==> config.mk <==
export PLATFORM = sky130hd
export DESIGN_NAME = integer_to_ascii_formatter
export DESIGN_NICKNAME = d
export VERILOG_FILES = /design/src/hw/rtl/i2a_pkg.sv /design/src/hw/rtl/i2a_front.sv /design/src/hw/rtl/i2a_queue.sv /design/src/hw/rtl/i2a_back.sv /design/src/hw/rtl/integer_to_ascii_formatter.sv
export SDC_FILE = /design/constraint.sdc
export NUM_CORES = 1
export LEC_CHECK = 0
export ABC_AREA = 1
export BUFFER_PORTS_ARGS = -buffer_cell sky130_fd_sc_hd__buf_2
export CORE_UTILIZATION = 40
export CTS_BUF_LIST = sky130_fd_sc_hd__clkbuf_8
export CTS_CLUSTER_DIAMETER = 30
export DETAILED_ROUTE_END_ITERATION = 16
export GPL_TIMING_DRIVEN = 1
export SKIP_CTS_REPAIR_TIMING = 1
export SYNTH_ARGS = -nofsm -noshare
export SYNTH_HDL_FRONTEND = slang
export SYNTH_SLANG_ARGS = --single-unit
==> constraint.sdc <==
create_clock -name i_clk -period 7.6 [get_ports i_clk]
set_input_delay 2.28 -clock i_clk [delete_from_list [all_inputs] [get_ports i_clk]]
set_output_delay 2.28 -clock i_clk [all_outputs]
set_load 0.05 [all_outputs]
==> src/hw/rtl/i2a_pkg.sv <==
// Shared types and constants for the integer to ASCII formatter.
package i2a_pkg;

    localparam int unsigned VALUE_W    = 64;
    localparam int unsigned BCD_DIGITS = 20;
    localparam int unsigned BCD_W      = 4 * BCD_DIGITS;
    localparam int unsigned HEX_DIGITS = VALUE_W / 4;
    localparam int unsigned CHAR_W     = 7;
    localparam int unsigned LEFT_W     = 5;
    localparam int unsigned STEP_W     = 6;
    localparam int unsigned QUEUE_DEPTH = 2;
    localparam int unsigned QPTR_W     = 1;
    localparam int unsigned QCNT_W     = 2;

    localparam logic [CHAR_W-1:0] CHR_ZERO  = 7'h30;
    localparam logic [CHAR_W-1:0] CHR_NINE  = 7'h39;
    localparam logic [CHAR_W-1:0] CHR_A     = 7'h41;
    localparam logic [CHAR_W-1:0] CHR_F     = 7'h46;
    localparam logic [CHAR_W-1:0] CHR_MINUS = 7'h2D;

    typedef enum logic [1:0] {
        OP_UDEC = 2'd0,
        OP_SDEC = 2'd1,
        OP_HEX  = 2'd2,
        OP_NONE = 2'd3
    } t_opcode;

    // One classified job passed from the front end to the back end.
    typedef struct packed {
        logic [VALUE_W-1:0] mag;
        logic               neg;
        logic               hex;
    } t_job;

endpackage

==> src/hw/rtl/i2a_front.sv <==
// Front end: accepts input transfers, works out the magnitude and the format.
module i2a_front (
    input  logic                         i_valid,
    input  logic [i2a_pkg::VALUE_W-1:0]  i_value,
    input  logic [1:0]                   i_opcode,
    input  logic                         i_full,
    output logic                         o_stall,
    output logic                         o_push,
    output i2a_pkg::t_job                o_job
);

    i2a_pkg::t_opcode op;
    logic             keep;

    assign op      = i2a_pkg::t_opcode'(i_opcode);
    assign o_stall = i_full;

    always_comb begin
        o_job.mag = i_value;
        o_job.neg = 1'b0;
        o_job.hex = 1'b0;
        keep      = 1'b1;
        unique case (op)
            i2a_pkg::OP_UDEC: begin
            end
            i2a_pkg::OP_SDEC: begin
                // The magnitude is taken in unsigned arithmetic, so the most
                // negative value comes out correctly.
                if (i_value[i2a_pkg::VALUE_W-1]) begin
                    o_job.neg = 1'b1;
                    o_job.mag = ~i_value + {{(i2a_pkg::VALUE_W-1){1'b0}}, 1'b1};
                end
            end
            i2a_pkg::OP_HEX: begin
                o_job.hex = 1'b1;
            end
            i2a_pkg::OP_NONE: begin
                keep = 1'b0;
            end
        endcase
    end

    // An unused opcode is accepted and produces no characters.
    assign o_push = i_valid && !i_full && keep;

endmodule

==> src/hw/rtl/i2a_queue.sv <==
// Two-entry job queue between the front end and the back end.
module i2a_queue (
    input  logic           i_clk,
    input  logic           i_rst_n,
    input  logic           i_push,
    input  i2a_pkg::t_job  i_job,
    output logic           o_full,
    input  logic           i_pop,
    output logic           o_valid,
    output i2a_pkg::t_job  o_job
);

    i2a_pkg::t_job                  r_mem [i2a_pkg::QUEUE_DEPTH];
    logic [i2a_pkg::QPTR_W-1:0]     r_wr_ptr;
    logic [i2a_pkg::QPTR_W-1:0]     r_rd_ptr;
    logic [i2a_pkg::QCNT_W-1:0]     r_count;
    logic                           do_push;
    logic                           do_pop;

    assign o_full  = (r_count == i2a_pkg::QCNT_W'(i2a_pkg::QUEUE_DEPTH));
    assign o_valid = (r_count != '0);
    assign o_job   = r_mem[r_rd_ptr];
    assign do_push = i_push && !o_full;
    assign do_pop  = i_pop && o_valid;

    always_ff @(posedge i_clk) begin
        if (do_push) begin
            r_mem[r_wr_ptr] <= i_job;
        end
    end

    always_ff @(posedge i_clk) begin
        if (!i_rst_n) begin
            r_wr_ptr <= '0;
            r_rd_ptr <= '0;
            r_count  <= '0;
        end else begin
            if (do_push) begin
                r_wr_ptr <= r_wr_ptr + 1'b1;
            end
            if (do_pop) begin
                r_rd_ptr <= r_rd_ptr + 1'b1;
            end
            unique case ({do_push, do_pop})
                2'b10:   r_count <= r_count + 1'b1;
                2'b01:   r_count <= r_count - 1'b1;
                default: r_count <= r_count;
            endcase
        end
    end

endmodule

==> src/hw/rtl/i2a_back.sv <==
// Back end: binary to BCD conversion and character emission.
module i2a_back (
    input  logic                         i_clk,
    input  logic                         i_rst_n,
    input  logic                         i_job_valid,
    input  i2a_pkg::t_job                i_job,
    output logic                         o_pop,
    output logic                         o_valid,
    input  logic                         i_stall,
    output logic [i2a_pkg::CHAR_W-1:0]   o_character,
    output logic                         o_last
);

    typedef enum logic [2:0] {
        S_IDLE,
        S_CONV,
        S_SIGN,
        S_SKIP,
        S_EMIT
    } t_state;

    t_state                          r_state;
    logic [i2a_pkg::VALUE_W-1:0]     r_bin;
    logic [i2a_pkg::BCD_W-1:0]       r_bcd;
    logic [i2a_pkg::STEP_W-1:0]      r_step;
    logic [i2a_pkg::LEFT_W-1:0]      r_left;
    logic                            r_neg;
    logic                            r_hex;
    logic                            r_out_valid;
    logic [i2a_pkg::CHAR_W-1:0]      r_character;
    logic                            r_last;

    logic [i2a_pkg::BCD_W-1:0]       bcd_adj;
    logic                            out_free;
    logic                            out_load;
    logic [3:0]                      nibble;
    logic [i2a_pkg::CHAR_W-1:0]      nib_char;

    // Each BCD digit of five or more gets three added before the shift.
    always_comb begin
        for (int d = 0; d < i2a_pkg::BCD_DIGITS; d++) begin
            if (r_bcd[4*d +: 4] >= 4'd5) begin
                bcd_adj[4*d +: 4] = r_bcd[4*d +: 4] + 4'd3;
            end else begin
                bcd_adj[4*d +: 4] = r_bcd[4*d +: 4];
            end
        end
    end

    assign nibble = r_hex ? r_bin[i2a_pkg::VALUE_W-1 -: 4] : r_bcd[i2a_pkg::BCD_W-1 -: 4];

    always_comb begin
        if (nibble < 4'd10) begin
            nib_char = i2a_pkg::CHR_ZERO + {3'b000, nibble};
        end else begin
            nib_char = i2a_pkg::CHR_A + {3'b000, nibble} - 7'd10;
        end
    end

    assign out_free    = !r_out_valid || !i_stall;
    assign out_load    = out_free && ((r_state == S_SIGN) || (r_state == S_EMIT));
    assign o_pop       = (r_state == S_IDLE) && i_job_valid;
    assign o_valid     = r_out_valid;
    assign o_character = r_character;
    assign o_last      = r_last;

    always_ff @(posedge i_clk) begin
        if (!i_rst_n) begin
            r_state     <= S_IDLE;
            r_out_valid <= 1'b0;
        end else begin
            if (out_load) begin
                r_out_valid <= 1'b1;
            end else if (!i_stall) begin
                r_out_valid <= 1'b0;
            end
            unique case (r_state)
                S_IDLE: begin
                    if (i_job_valid) begin
                        r_bin  <= i_job.mag;
                        r_neg  <= i_job.neg;
                        r_hex  <= i_job.hex;
                        r_bcd  <= '0;
                        r_step <= '0;
                        if (i_job.hex) begin
                            r_left  <= i2a_pkg::LEFT_W'(i2a_pkg::HEX_DIGITS);
                            r_state <= S_EMIT;
                        end else begin
                            r_state <= S_CONV;
                        end
                    end
                end
                S_CONV: begin
                    r_bcd  <= {bcd_adj[i2a_pkg::BCD_W-2:0], r_bin[i2a_pkg::VALUE_W-1]};
                    r_bin  <= {r_bin[i2a_pkg::VALUE_W-2:0], 1'b0};
                    r_step <= r_step + 1'b1;
                    if (r_step == '1) begin
                        r_left  <= i2a_pkg::LEFT_W'(i2a_pkg::BCD_DIGITS);
                        r_state <= r_neg ? S_SIGN : S_SKIP;
                    end
                end
                S_SIGN: begin
                    if (out_free) begin
                        r_character <= i2a_pkg::CHR_MINUS;
                        r_last      <= 1'b0;
                        r_state     <= S_SKIP;
                    end
                end
                S_SKIP: begin
                    // Drop leading zero digits, but always keep the last one.
                    if (r_bcd[i2a_pkg::BCD_W-1 -: 4] == 4'd0 && r_left != 5'd1) begin
                        r_bcd  <= {r_bcd[i2a_pkg::BCD_W-5:0], 4'd0};
                        r_left <= r_left - 1'b1;
                    end else begin
                        r_state <= S_EMIT;
                    end
                end
                S_EMIT: begin
                    if (out_free) begin
                        r_character <= nib_char;
                        r_last      <= (r_left == 5'd1);
                        r_bcd       <= {r_bcd[i2a_pkg::BCD_W-5:0], 4'd0};
                        r_bin       <= {r_bin[i2a_pkg::VALUE_W-5:0], 4'd0};
                        r_left      <= r_left - 1'b1;
                        if (r_left == 5'd1) begin
                            r_state <= S_IDLE;
                        end
                    end
                end
                default: begin
                    r_state <= S_IDLE;
                end
            endcase
        end
    end

endmodule

==> src/hw/rtl/integer_to_ascii_formatter.sv <==
// Top level of the integer to ASCII formatter.
// Each accepted value is printed as ASCII text, one character per output
// transfer, most significant first, with o_last on the final character.
// Opcode 0 gives unsigned decimal, 1 signed decimal with a leading minus sign
// when negative, 2 sixteen uppercase hex digits; opcode 3 is accepted and
// produces nothing. The front end takes a transfer whenever the two-entry job
// queue has room, so up to two values can wait while one is being printed.
// The back end handles one value at a time. A decimal value is loaded and
// converted by shift-and-add-three (one input bit a cycle); then a minus sign
// is printed when negative, leading zero digits (up to 19) are skipped, and
// the digits are printed one character per cycle while the output is not
// stalled. A hex value is loaded and its sixteen digits printed the same way.
module integer_to_ascii_formatter (
    input  logic                         i_clk,
    input  logic                         i_rst_n,
    input  logic                         i_valid,
    output logic                         o_stall,
    input  logic [i2a_pkg::VALUE_W-1:0]  i_value,
    input  logic [1:0]                   i_opcode,
    output logic                         o_valid,
    input  logic                         i_stall,
    output logic [i2a_pkg::CHAR_W-1:0]   o_character,
    output logic                         o_last
);

    logic          q_full;
    logic          q_push;
    logic          q_pop;
    logic          q_valid;
    i2a_pkg::t_job front_job;
    i2a_pkg::t_job back_job;

    i2a_front u_front (
        .i_valid  (i_valid),
        .i_value  (i_value),
        .i_opcode (i_opcode),
        .i_full   (q_full),
        .o_stall  (o_stall),
        .o_push   (q_push),
        .o_job    (front_job)
    );

    i2a_queue u_queue (
        .i_clk   (i_clk),
        .i_rst_n (i_rst_n),
        .i_push  (q_push),
        .i_job   (front_job),
        .o_full  (q_full),
        .i_pop   (q_pop),
        .o_valid (q_valid),
        .o_job   (back_job)
    );

    i2a_back u_back (
        .i_clk       (i_clk),
        .i_rst_n     (i_rst_n),
        .i_job_valid (q_valid),
        .i_job       (back_job),
        .o_pop       (q_pop),
        .o_valid     (o_valid),
        .i_stall     (i_stall),
        .o_character (o_character),
        .o_last      (o_last)
    );

endmodule

# Word level (Yosys, flattened, before mapping)

Memory sizes are Yosys's and may differ from the RTL's. A register that Yosys moved wholly into a read port is not among the register bits.
Cells that the tools add are included.

Equality and inequality tests: 22
Mux-type cells: 63
Bitwise logic cells: 1
Add/subtract/negate cells: 30
Reductions and logical operators: 27
$lt $le $gt $ge: 21

Operators with widths:

| kind                                                  | count |
|---|---|
| case mux 80 bit (4 select lines)                      | 1 |
| 2-to-1 mux 80 bit                                     | 3 |
| case mux 64 bit (3 select lines)                      | 1 |
| 2-to-1 mux 65 bit                                     | 2 |
| 2-to-1 mux 64 bit                                     | 2 |
| >= comparator 4 x 3 -> 1 bit, second input constant   | 20 |
| 2-to-1 mux 4 bit                                      | 20 |
| adder 4 x 2 -> 4 bit, second input constant           | 19 |
| adder 64 x 1 -> 64 bit, second input constant         | 1 |
| inverter 64 bit                                       | 1 |
| 2-to-1 mux 5 bit                                      | 5 |
| 2-to-1 mux 3 bit                                      | 8 |
| 2-to-1 mux 7 bit                                      | 3 |
| case mux 5 bit (4 select lines)                       | 1 |
| case mux 3 bit (5 select lines)                       | 1 |
| inequality test 2 x 1 -> 1 bit, second input constant | 7 |
| case mux 7 bit (2 select lines)                       | 1 |
| case mux 6 bit (2 select lines)                       | 1 |
| 2-to-1 mux 1 bit                                      | 11 |
| == test 2 bit, second input constant                  | 4 |
| AND reduction 4 bit                                   | 2 |
| nonzero test 2 bit                                    | 4 |
| adder 6 x 4 -> 7 bit, first input constant            | 1 |
| adder 7 x 4 -> 7 bit, first input constant            | 1 |
| other kinds (30)                                      | 44 |

Logic and storage cells: 178
RAM bits: 132
Output and inout bits: 10
Memories kept: 1
Register bits: 173
Input bits: 70

Memory list:

| name          | depth | bits a word | read ports | clocked after Yosys merged registers in | write ports | line            | text |
|---|---|---|---|---|---|---|---|
| u_queue.r_mem | 2     | 66          | 1          | 1                                       | 1           | i2a_queue.sv:13 | `i2a_pkg::t_job r_mem [i2a_pkg::QUEUE_DEPTH];` |

# Logic depth before layout (Yosys ltp)

Depth in word-level cells: 7
Mapped depth: 12
Gate-level depth less buffers: 11

# By module

A second synthesis with hierarchy kept.

Cells, all modules: 1743
Area, all modules: 17219.0 um2

By module, submodules not included:

| module    | instances | seq. area each (um2) | area each (um2) | cells each |
|---|---|---|---|---|
| i2a_back  | 1         | 5034.8               | 9472.8          | 977 |
| i2a_queue | 1         | 4063.9               | 5166.2          | 243 |
| i2a_front | 1         | 0.0                  | 2580.0          | 523 |

# Least setup slack after synthesis

No wires, ideal clock.

Path type: input port to flip-flop
Start: in i_stall
End: reg u_back.r_bcd[0] (netlist bit) (enable)
Stages: 7
Data arrival time: 5993 ps
Buffers on the path: 0
Library setup time: 520 ps
Slack: 1087 ps
Required time: 7080 ps
Cell sequence: nand2_1 -> inv_1 -> nand2_1 -> nand2_1 -> inv_1 -> nand2_1 -> nor2_1

Cells in the longest elaborated chain, start to end: 4

RTL lines:

| what                                     | line                             | text |
|---|---|---|
| start, declared                          | integer_to_ascii_formatter.sv:21 | `input logic i_stall,` |
| zero test 1 bit                          | i2a_back.sv:60                   | `assign out_free = !r_out_valid \|\| !i_stall;` |
| logical OR 1 bit                         | i2a_back.sv:60                   |  |
| inequality test 2 x 1 -> 1 bit (no line) | --                               |  |
| AND reduction 5 bit (no line)            | --                               |  |
| end signal, assigned                     | i2a_back.sv:94                   | `r_bcd <= {bcd_adj[i2a_pkg::BCD_W-2:0], r_bin[i2a_pkg::VALUE_W-1]};` |
| end signal, assigned                     | i2a_back.sv:112                  | `r_bcd <= {r_bcd[i2a_pkg::BCD_W-5:0], 4'd0};` |
| end signal, assigned                     | i2a_back.sv:122                  | `r_bcd <= {r_bcd[i2a_pkg::BCD_W-5:0], 4'd0};` |
| end, declared                            | i2a_back.sv:24                   | `logic [i2a_pkg::BCD_W-1:0] r_bcd;` |

Every way passes these cells.
A chain may end at the register's enable or synchronous reset.

# Worst setup path after layout

Start: in i_stall
End: reg u_back.r_bcd[22] (netlist bit) (enable)

Same word-level chain as after synthesis.

==> results.txt <==
TritonCTS built the clock tree. The area growth from synthesis to final layout is 14.6%. Buffers inserted during clock tree synthesis total 71. Setup repair after global routing left no endpoint under its margin. The initial antenna violation count was 1. The total of fill cells in the finished design came out at 3930. The number of max-cap violations is 0. The remaining antenna violation count is 0. The measured slew at the worst slew-check pin came out at 1120 ps. The number of setup violations in the final report is 0. The first global-routing pass estimated 63.9 mm of wire. In this run the power density over the cells is 366 nW/µm². The worst slew margin relative to its limit came out at 25.1%. STA classifies the critical path endpoint as a flip-flop. The pin count of the biggest net entering global routing is 90. The clock sink count is 306.

The final period utilization came out at 54.5%. The fraction of synthesis flops using an asynchronous set or reset pin is 0%. The number of buffers on the longest clock path came out at 3. The clock insertion delay at the later pin of the skew report came out at 610 ps.

For this run the aggregate overflow at the end of global routing stands at 0. The die width came out at 206 µm. The startpoint identified for the worst register-to-register timing path is u_back.r_state[2]. The ratio of routed vias to standard cells came out at 5.15.

The total number of vias came out at 12386. The total net switching power came out at 2.53 mW. Wires add up to 39.8 mm.

The worst setup path is launched from an input port. The placer congestion estimate is 0.936. For this configuration, the core starts out at a cell density of 40.7%. The half-perimeter wire length after placement came out at 27.1 mm. The number of DRC violations after detailed routing is 0. The final clock skew came out at 31.4 ps. The setup total negative slack is 0 ps.

The fmax is 0.241 GHz. In this run the worst hold path is classified as reg -> reg. The number of cell rows is 74. Data on the critical path arrives at its endpoint at 4360 ps.

At the end of the flow the core is filled with cells to 46.6%. The global-route usage over all layers came out at 19.2%. Pin placement for this block handled 80 I/O pins. The count of cell types in the netlist is 45. The sequential element share of the synthesized area is 54.7%. The internal power of the cells totals 4.44 mW.

In this run the most critical hold path is launched from u_queue.r_rd_ptr. The total count of hold-check failures in the final report came to 0. The proportion of layout cells with a drive suffix above 1 is 15.2%. Clock-pin slew was measured on the worst setup and hold paths at 50 ps. The library cell with the largest summed area after synthesis is edfxtp_1.

The clock period minus worst slack is 4140 ps. The start point of the critical path is i_stall. The pre-antenna-repair detailed-routing pass consisted of 5 iterations. The average detailed-routed wire length per instance is 16.5 µm. The net count after synthesis came out at 1829. The run finished with clean final reports. The required time reported for the critical path endpoint came out at 7820 ps.

The number of max-slew violations in the final report came out at 0. By area the synthesized netlist is led by edfxtp_1 (54%), nand2_1 (6.6%), inv_1 (5.9%). The fraction of power consumed by sequential logic is 39.7%.

A synthesized cell averages 9.72 µm². The H-tree depth came out at 3. The part of the power in the clock network is 28.5%. The count of buffers from port buffering came out at 79. The detailed router's first-iteration violation count came out at 805. The top cell type's share of synthesized area came out at 53.6%. The Yosys warning count is 0. The number of nets at the end of the flow came out at 1933. The static leakage came out at 7.58 nW. The number of synthesized flops with an enable pin came out at 297.

The post-synthesis instance area is 16600 µm². The via count of the first global-routing pass came out at 12243. The overall die area came out at 42400 µm². The part of the power in combinational logic is 31.8%.

The buffer cell driving the clock tree root is clkbuf_8. The cell count after synthesis came out at 1712. The area used by sequential logic in the layout came out at 9100 µm². After floorplanning, the core was sized to cover 40900 µm².

The maximum VDD drop is 0.137 mV. Measured along the y axis, the die boundary spans 206 µm. The total of flip-flops plus latches after synthesis is 306. The switching share of power came out at 36.3%. In the final layout, the multi-input gates occupy 6300 µm². The path type of the worst setup path is in -> reg. The most common flop cell mapped by yosys is edfxtp_1. The critical-path maximum fanout is 45.
-- layout make-up --
type	instances	area share (%)
multi-input cells	1080	33.0
clock buffers	73	5.27
clock inverters	57	2.70
repair buffers	90	2.51
diodes	1	0.0131
well taps	532	3.49
flip-flops and latches	306	47.7
inverters	267	5.26
-- sequential cells by signal, summed over array words and instances, names as in the netlist, 2 cells and up, named ones only --
register,flops
u_back.r_state,3
u_back.o_character,7
u_back.r_bcd,80
u_queue.r_mem,132
u_back.r_bin,64
u_back.r_step,6
u_queue.r_count,2
u_back.r_left,5
-- cell families (layout without fill, tap and decap cells) --
logic type / count (synthesis) / count (layout) / share of synthesized area, %
multiplexers: 1 / 1 / 0.0602
buffers and inverters: 326 / 487 / 7.75
flip-flops: 306 / 306 / 54.7
XOR/XNOR: 57 / 57 / 3.00
AO/OA/AOI/OAI: 332 / 332 / 13.7
other: 0 / 1 / 0
AND/OR/NAND/NOR: 643 / 643 / 17.2
adder cells (fa/ha/maj): 47 / 47 / 3.53
-- metal layers --
| metal | GRT usage, % | routed length (µm) | share of wire [%] |
|---|---|---|---|
| met2 | 31.1 | 18800 | 47 |
| met4 | 7.43 | 974 | 2.5 |
| met1 | 25.6 | 18400 | 46 |
| met5 | 0 | 0 | 0 |
| met3 | 3.12 | 1620 | 4.1 |
-- Yosys cell counts (10+ instances only) --
cell	instances
nand2_1	293
buf_2	20
o21ai_0	80
xnor2_1	13
o21ai_1	10
nand3_1	64
clkbuf_1	25
edfxtp_1	297
a21oi_1	40
nand3b_1	11
o22ai_1	34
a32o_1	14
or2_0	17
nand4_1	18
o221ai_1	59
ha_1	47
inv_1	261
or2_2	48
xor2_1	44
nor2_1	160
o32ai_1	18
o211ai_1	64
-- cells in the final DEF (no fill, tap or decap), types with 10 or more instances in the layout --
cell type  count
o211ai_1      64
clkbuf_8      73
nand2_1      293
o221ai_1      59
a32o_1        14
o21ai_0       80
or2_2         48
edfxtp_1     297
nand3b_1      11
nand3_1       64
or2_0         17
a21oi_1       39
o22ai_1       34
nor2_1       157
o32ai_1       18
nor2_4        10
inv_1        272
xor2_1        44
clkinv_1      14
o21ai_1       10
buf_2         79
xnor2_1       13
ha_1          47
buf_4         11
nand4_1       18
-- final timing paths --
kind / endpoint / slack, ps / depth (start not counted)
setup reg to reg: u_back.r_bin[50] / 4410 / 8
setup / recovery: u_back.r_bcd[22] / 3460 / 9
hold reg to reg: flip-flop / 450 / 1
hold / removal: flip-flop / 450 / 1
-- critical path, stage by stage --
cell     delay, ps
buf_2           90
nand2_1         70
inv_1           60
nand2_1         60
nand2_1         50
inv_1           60
nand2_1        130
nor2_4         850
buf_4          640
-- stage by stage --
| stage | hold slack (ps) | instances | setup WS (ps) | instance area (µm²) | total power [mW] |
|---|---|---|---|---|---|
| 4_1_cts | 456 | 2405 | 3460 | 19100 | 7.05 |
| 2_1_floorplan | 425 | 1712 | 1090 | 16600 | 4.42 |
| 5_1_grt | 463 | 2406 | 3240 | 19100 | 7.46 |
| 6_report | 447 | 2406 | 3460 | 19100 | 6.97 |
| 3_5_place_dp | 432 | 2275 | 2800 | 17500 | 5.02 |
| 3_3_place_gp | 430 | 2275 | 2800 | 17500 | 4.97 |
-- power groups by stage --
stage | clock network (mW) | registers (mW) | logic [mW]
2_1_floorplan | 0 | 2.79 | 1.63
3_3_place_gp | 0 | 2.78 | 2.19
3_5_place_dp | 0 | 2.79 | 2.23
4_1_cts | 2.04 | 2.77 | 2.24
5_1_grt | 2.12 | 2.82 | 2.52
6_report | 1.99 | 2.77 | 2.22
Power figures use the tool's default switching activity.
